<file path="src/sv/ptb_div.sv">
// Restoring 64-by-32 divider, one quotient bit per cycle.
`default_nettype none
module ptb_div (
  input  wire logic        clk,
  input  wire logic        rst,
  input  wire logic        start,
  input  wire logic [63:0] dividend,
  input  wire logic [31:0] divisor,
  output logic             busy,
  output logic             done,
  output logic [63:0]      quotient
);

  logic [6:0]  count;
  logic [32:0] rem;
  logic [31:0] dvs;
  logic [32:0] trial;
  logic [32:0] shifted;

  assign shifted = {rem[31:0], quotient[63]};
  assign trial   = shifted - {1'b0, dvs};

  always_ff @(posedge clk) begin
    if (rst) begin
      busy  <= 1'b0;
      done  <= 1'b0;
      count <= '0;
    end else begin
      done <= 1'b0;
      if (start) begin
        busy  <= 1'b1;
        count <= 7'd64;
      end else if (busy) begin
        count <= count - 7'd1;
        if (count == 7'd1) begin
          busy <= 1'b0;
          done <= 1'b1;
        end
      end
    end
  end

  always_ff @(posedge clk) begin
    if (start) begin
      rem      <= '0;
      dvs      <= divisor;
      quotient <= dividend;
    end else if (busy) begin
      if (!trial[32]) begin
        rem      <= trial;
        quotient <= {quotient[62:0], 1'b1};
      end else begin
        rem      <= shifted;
        quotient <= {quotient[62:0], 1'b0};
      end
    end
  end

endmodule
`default_nettype wire

</file>
<file path="config.mk">
export PLATFORM = sky130hd
export DESIGN_NAME = ptb_div
export DESIGN_NICKNAME = d
export VERILOG_FILES = /design/src/sv/ptb_div.sv
export SDC_FILE = /design/constraint.sdc
export NUM_CORES = 1
export LEC_CHECK = 0
export BUFFER_PORTS_ARGS = -buffer_cell sky130_fd_sc_hd__buf_2
export CORE_MARGIN = 8
export CORE_UTILIZATION = 45
export CTS_CLUSTER_SIZE = 25
export DETAILED_ROUTE_END_ITERATION = 8
export HOLD_SLACK_MARGIN = 0.03
export PLACE_DENSITY_LB_ADDON = 0.15
export SYNTH_ARGS = -nofsm -noshare
export SYNTH_HDL_FRONTEND = slang
export SYNTH_SLANG_ARGS = --single-unit
</file>
<file path="constraint.sdc">
create_clock -name clk -period 4.6 [get_ports clk]
set_input_delay 0.92 -clock clk [delete_from_list [all_inputs] [get_ports clk]]
set_output_delay 0.92 -clock clk [all_outputs]
set_load 0.05 [all_outputs]
</file>
# Yosys cells after proc, flatten, opt, wreduce, memory -nomap -nowiden
# Cells that the tools add are included.
# Widths: inputs -> output; s select.
# word_totals
in_bits	99
register_bits	137
# classes
reduce_logical	3
add_sub_neg	2
bitwise_logic	1
muxes	10
eq_ne	1
# ops
cell	n
$mux 64	2
$sub 33x32->33	1
$mux 32	1
$mux 7	2
$eq 7x1->1 const B	1
$sub 7x1->7 const B	1
$mux 1	5
$reduce_or 3->1	1
$reduce_bool 2->1	1
$reduce_or 2->1	1
$not 1->1	1

# Depth between registers and ports, before layout
# Gate-level depths: netlist of run 1.
# depth
depth_word	4
depth_mapped	14
ltp_nobuf	12

# Worst setup path before layout of run 1
# Ideal clock, no wire load.
# synth_timing
kind	input-to-reg
start	input start
end	register quotient[0], enable pin
stages	4
slack_ns	1.317
setup_time_ns	0.418
arrival_ns	2.865
cell_sequence	clkbuf_1 clkbuf_1 nor2_1 inv_1
# synth_between
elab_chain_cells	1
# synth_lines
element	line	source
from (decl)	6	input wire logic start,
$reduce_bool 2->1 (no line)	--	
to (signal assigned)	47	quotient <= dividend;
to (signal assigned)	51	quotient <= {quotient[62:0], 1'b1};
to (signal assigned)	54	quotient <= {quotient[62:0], 1'b0};
to (decl)	11	output logic [63:0] quotient
# Every way passes these cells.
# A chain may end at the register's enable or synchronous reset.

# Worst setup path in the final report of run 1
# layout_timing
start	register quotient[63]
end	register rem[19]
# layout_between
elab_chain_cells	2
# layout_lines
element	line	source
$sub 33x32->33	21	assign trial = shifted - {1'b0, dvs};
$mux 32	49	if (!trial[32]) begin
to (signal assigned)	50	rem <= trial;
to (signal assigned)	53	rem <= shifted;
to (decl)	15	logic [32:0] rem;
# Every way passes these cells.

==> results of run 1 <==
[registers in the layout, summed over array words and instances (netlist names)]
signal / flops
count: 7
quotient: 64
rem: 32
busy: 1
done: 1
dvs: 32
[cell usage in the layout (no fill, tap or decap), drive strengths merged, types with 32 or more instances in the layout]
master	instances
buf	169
edfxtp	96
nor2	70
mux2	63
inv	53
a21oi	51
nand2	42
dfxtp	41
ha	34
o21ai	34
a211oi	32
[routing by layer]
metal	track usage (%)	up-vias	part of all wire, %
met4	7.12	8	1.9
met3	9.81	32	9.5
met1	21.4	2669	43
li1	-	2827	-
met5	0	-	0.28
met2	28.4	169	45
[logic make-up after synthesis]
| kind of cell | count (synthesis) | share of synthesized area [%] |
|---|---|---|
| compound gates | 174 | 15.9 |
| xor+xnor | 31 | 3.65 |
| simple gates | 163 | 9.93 |
| mux | 70 | 10.5 |
| flops | 137 | 49.7 |
| buf+inv | 79 | 4.39 |
| fa+ha+maj | 35 | 5.98 |
[worst max-delay path by stage]
| stage | from | endpoint | slack [ps] |
|---|---|---|---|
| final | quotient[63]$_DFFE_PP_ | rem[19]$_SDFFE_PP0P_ | 1060 |
| after global routing | quotient[63]$_DFFE_PP_ | rem[19]$_SDFFE_PP0P_ | 730 |
| after CTS | quotient[63]$_DFFE_PP_ | rem[19]$_SDFFE_PP0P_ | 1060 |
| after detailed placement | quotient[63]$_DFFE_PP_ | rem[19]$_SDFFE_PP0P_ | 1090 |
| after global placement | quotient[63]$_DFFE_PP_ | rem[19]$_SDFFE_PP0P_ | 1240 |
| after floorplan | start | quotient[0]$_DFFE_PP_ | 1320 |
[where the power goes]
part	switching, mW	internal [mW]	total (mW)
clock	0.590	0.875	1.46
sequential	0.0697	1.45	1.52
combinational	0.578	0.307	0.886
total	1.24	2.63	3.87
[cell type report]
| class | count | area (um2) | area share, % |
|---|---|---|---|
| inverters | 43 | 161 | 1.78 |
| multi-input cells | 473 | 3420 | 37.8 |
| clock buffers | 17 | 425 | 4.70 |
| clock inverters | 15 | 198 | 2.18 |
| flip-flops and latches | 137 | 3700 | 40.9 |
| well taps | 220 | 275 | 3.04 |
| repair buffers | 169 | 861 | 9.51 |
[critical path, delay by kind of cell (launching register included)]
family,cells,cell delay [ps]
buffers and inverters,2,570
AOI/OAI and AO/OA,6,1180
xor gates and xnor gates,1,350
adders and majority gates,2,590
DFF,1,370
and+or+nand+nor,2,370
==> results by group, run 1 <==
Critical path
  • Critical Path Start Type: flip-flop
  • RR Startpoint: quotient[63]$_DFFE_PP_
  • Critical path endpoint category: flip-flop
  • R2r endpoint: rem[19]$_SDFFE_PP0P_
  • Worst-path cell chain: inv_1, ha_1, fa_1, nor2b_1, o31ai_1, a211oi_1, o21ai_2, a31oi_4, xnor2_2, buf_4, nand2_1, o31a_1, a211oi_2
  • CP max stage delay: 520 ps
  • CP required: 4940 ps
  • WS Path Type: reg -> reg
  • Crit-path max FO: 42
  • Critical-path top delay cell: buf_4
  • Path depth of the worst reg2reg path: 13
  • Worst reg2reg setup slack: 1060 ps
  • Crit path DAT: 3890 ps

Power
  • VDD IR max: 0.300 mV
  • Power Total: 3.87 mW
  • Static leakage: 3.82 nW
  • PwrDens: 428 nW/um2

Clocking
  • Post-CTS setup buffer count: 0
  • Hold-fix buffers at CTS: 0
  • TritonCTS buffer count: 17
  • Worst skew pair latency: 430 ps
  • CTS clk-pin slew, worst paths: 60 ps
  • H-tree depth: 4
  • Longest Clk Path Bufs: 2
  • Root buf cell: clkbuf_16
  • PostCTS Resize Cnt: 0
  • Clk sink count: 137
  • CTS tree: built

STA
  • Fin crit period: 3540 ps
  • Setup Skew: 8.52 ps
  • Slew HR: 44.9%
  • Final hold vios: 0
  • Final WS setup: 1060 ps
  • Worst Hold Margin: 479 ps
  • Worst Tran Pin Value: 826 ps
  • Max Slew Vio Count: 0
  • Fmax: 0.282 GHz
  • Final Cycle Share: 77.0%
  • Total negative slack: 0 ps
  • RSZ-0062 raised after global routing: false
  • Count of final setup violators: 0

Final layout
  • Non-Filler Instances: 1074
  • Synthesis-to-finish area growth: 21.5%
  • Design area: 9050 um2
  • Antenna Cells: 0
  • Share of cells above drive strength 1: 33.0%
  • Final core occ: 55.2%
  • Final Net Count: 975
  • Fill count: 1419

GRT
  • Largest net degree at the start of global routing: 65
  • Vias in the first global route: 5825
  • Initial antenna violation count: 4
  • First-pass GRT wire length: 29800 um
  • GRT overflow: 0
  • Total GRT Usage: 18.5%

Floorplan
  • I/O pin cnt: 165
  • Die area: 20900 um2
  • Die Span Y: 145 um
  • Core ar.: 16400 um2
  • Row count: 47
  • Starting density of the core: 45.4%
  • Die width: 145 um

Detailed routing
  • Initial DRC Count: 300
  • TritonRoute pass-1 iters: 4
  • Drt total wl: 18700 um
  • Final ANT Viol Nets: 0
  • Via count: 5705
  • DRC violations left: 0
  • Avg Vias per Cell: 5.31
  • Wire per inst: 17.4 um

Synth
  • Ys flop type: edfxtp_1
  • #FFs+latches synth: 137
  • Synth top area cells: edfxtp_1, dfxtp_1, mux2_2
  • Top-count cell post-synth: edfxtp_1
  • Syn avg cell area: 10.8 um2
  • Netlist cell types: 58
  • Synthesized cell area: 7450 um2
  • Most frequent cells after synthesis: edfxtp_1, nor2_1, mux2_2
  • Warnings, synthesis: 0
  • Post-synth ARST share: 0%
  • Synth top area share: 38.7%
  • Mapped Cells: 689
  • Synth area leader: edfxtp_1
  • Number of synthesized flops with an enable pin: 96
  • Register area share after synthesis: 49.7%
  • Post-Syn Nets: 823

Run
  • Max Cap Viol: 0

Placed design
  • Dpl ws: 1090 ps
  • Placed Area: 8430 um2
  • Placer Congestion: 0.905
  • I/O Buffers: 164
  • Number of placed cells counting well taps: 1042
  • Post-DP HPWL: 13800 um

Hold path
  • Hold Path End: rem[30]$_SDFFE_PP0P_
  • Cell depth of the worst min-delay path: 2
  • Hold crit path type: reg -> reg
  • Worst hold start: rem[30]$_SDFFE_PP0P_

Status
  • Status: complete, no violations
Power figures use the tool's default switching activity.
==> run 2: changes to the inputs <==
==> constraint.sdc (replaced) <==
create_clock -name clk -period 3.21 [get_ports clk]
set_input_delay 0.642 -clock clk [delete_from_list [all_inputs] [get_ports clk]]
set_output_delay 0.642 -clock clk [all_outputs]
set_load 0.05 [all_outputs]
==> results by group, run 2 (same netlist as run 1, synthesis figures left out) <==
Status
  • Status: complete, no violations

Final layout
  • Most frequent cells in the layout: buf_2, edfxtp_1, nor2_1
  • Design area: 9070 um2
  • Non-Filler Instances: 1078
  • Max reg flops: 64
  • Most common cell after layout, fill and taps aside: buf_2
  • Reg area: 3700 um2
  • Share of cells above drive strength 1: 33.6%
  • Fill count: 1424
  • Largest register by flop count: quotient
  • Multi-input gate area: 3440 um2
  • Final Net Count: 978
  • Final core occ: 55.3%
  • Top flop regs: quotient (64), dvs (32), rem (32)
  • Synthesis-to-finish area growth: 21.8%

Critical path
  • WS Path Type: reg -> reg
  • Critical Path Start Type: flip-flop
  • CP required: 3540 ps
  • Crit-path max FO: 42
  • Crit path DAT: 3240 ps
  • Critical path endpoint category: flip-flop

Power
  • PwrDens: 597 nW/um2
  • Power Total: 5.41 mW
  • Static leakage: 3.82 nW
  • VDD IR max: 0.413 mV

Clocking
  • Clk sink count: 137
  • CTS clk-pin slew, worst paths: 60 ps
  • CTS tree: built
  • Worst skew pair latency: 430 ps
  • H-tree depth: 4
  • Root buf cell: clkbuf_16
  • TritonCTS buffer count: 17
  • Longest Clk Path Bufs: 2
  • Hold-fix buffers at CTS: 0

Floorplan
  • Die area: 20900 um2
  • Starting density of the core: 45.4%
  • Die Span Y: 145 um
  • Core ar.: 16400 um2
  • Die width: 145 um
  • I/O pin cnt: 165
  • Row count: 47

Detailed routing
  • Avg Vias per Cell: 5.39
  • DRC violations left: 0
  • TritonRoute pass-1 iters: 4
  • Initial DRC Count: 307
  • Final ANT Viol Nets: 0
  • Via count: 5810
  • Drt total wl: 18700 um
  • Wire per inst: 17.3 um

GRT
  • Top Usage Layer GRT: met2
  • Vias in the first global route: 6168
  • Largest net degree at the start of global routing: 130
  • Met2 usage: 29.1%
  • Met3 GRT Util: 9.71%
  • GRT overflow: 0
  • Total GRT Usage: 18.6%
  • First-pass GRT wire length: 30200 um
  • Initial antenna violation count: 2
  • GRT met1 Usage: 21.2%

STA
  • Worst Tran Pin Value: 821 ps
  • Total negative slack: 0 ps
  • Final hold vios: 0
  • Slew HR: 45.3%
  • RSZ-0062 raised after global routing: false
  • Fin crit period: 2910 ps
  • Fmax: 0.344 GHz
  • Count of final setup violators: 0
  • Final Cycle Share: 90.6%
  • Setup Skew: 9.71 ps
  • Max Slew Vio Count: 0

Hold path
  • Hold crit path type: in -> reg

Placed design
  • Number of placed cells counting well taps: 1045
  • Placer Congestion: 0.843
  • I/O Buffers: 164
  • Placed Area: 8470 um2
  • Post-DP HPWL: 13400 um

Run
  • Max Cap Viol: 0
-- run 2: worst max-delay path, stage by stage, from the launching register on --
cell,delay [ps]
edfxtp_1,370
inv_1,50
ha_1,210
fa_1,400
nor2b_2,190
o31ai_1,120
a211oi_2,240
o21ai_2,130
a31oi_4,270
xnor2_2,120
buf_12,190
nor3_1,190
a21oi_1,70
a211oi_1,250
-- run 2: layout make-up --
cell class                      instances  share of cell area (%)
Sequential cell                       137                    40.9
Multi-Input combinational cell        473                    37.9
Timing Repair Buffer                  172                    10.0
Clock buffer                           17                    4.69
Tap cell                              220                    3.04
Inverter                               43                    1.78
Clock inverter                         15                    1.68
Antenna cell                            1                  0.0276
-- run 2: path summary, 6_finish.rpt --
check	from	end	slack, ps	cells past startpoint
hold reg to reg	rem[30]$_SDFFE_PP0P_	rem[30]$_SDFFE_PP0P_	480	2
setup / recovery	quotient[63]$_DFFE_PP_	rem[2]$_SDFFE_PP0P_	300	13
setup reg to reg	quotient[63]$_DFFE_PP_	rem[2]$_SDFFE_PP0P_	300	13
hold / removal	divisor[7]	dvs[7]$_DFFE_PP_	390	1
-- run 2: through the flow --
stage	setup slack [ps]	hold slack (ps)
finish	302	386
global route	38.5	368
CTS	144	367
detailed placement	166	473
global placement	219	475
floorplan	86.9	449
-- run 2: repair_timing --
action / 4_1_cts / 5_1_grt
endpoints found under the hold margin: 0 / 0
gates resized for setup: 0 / 3
setup endpoints to repair: 0 / 23
setup buffers: 0 / 0
-- run 2: per-layer routing --
layer  share of wire [%]  wire length (um)
met5                0.12                22
met4                 1.5               281
met3                  10              1910
met2                  46              8580
met1                  42              7850
-- run 2: report_power, final --
group / leakage (nW) / total [mW] / switching, mW / internal, mW
clock network: 0.279 / 1.94 / 0.847 / 1.10
logic: 2.25 / 1.30 / 0.847 / 0.452
registers: 1.29 / 2.17 / 0.0893 / 2.08
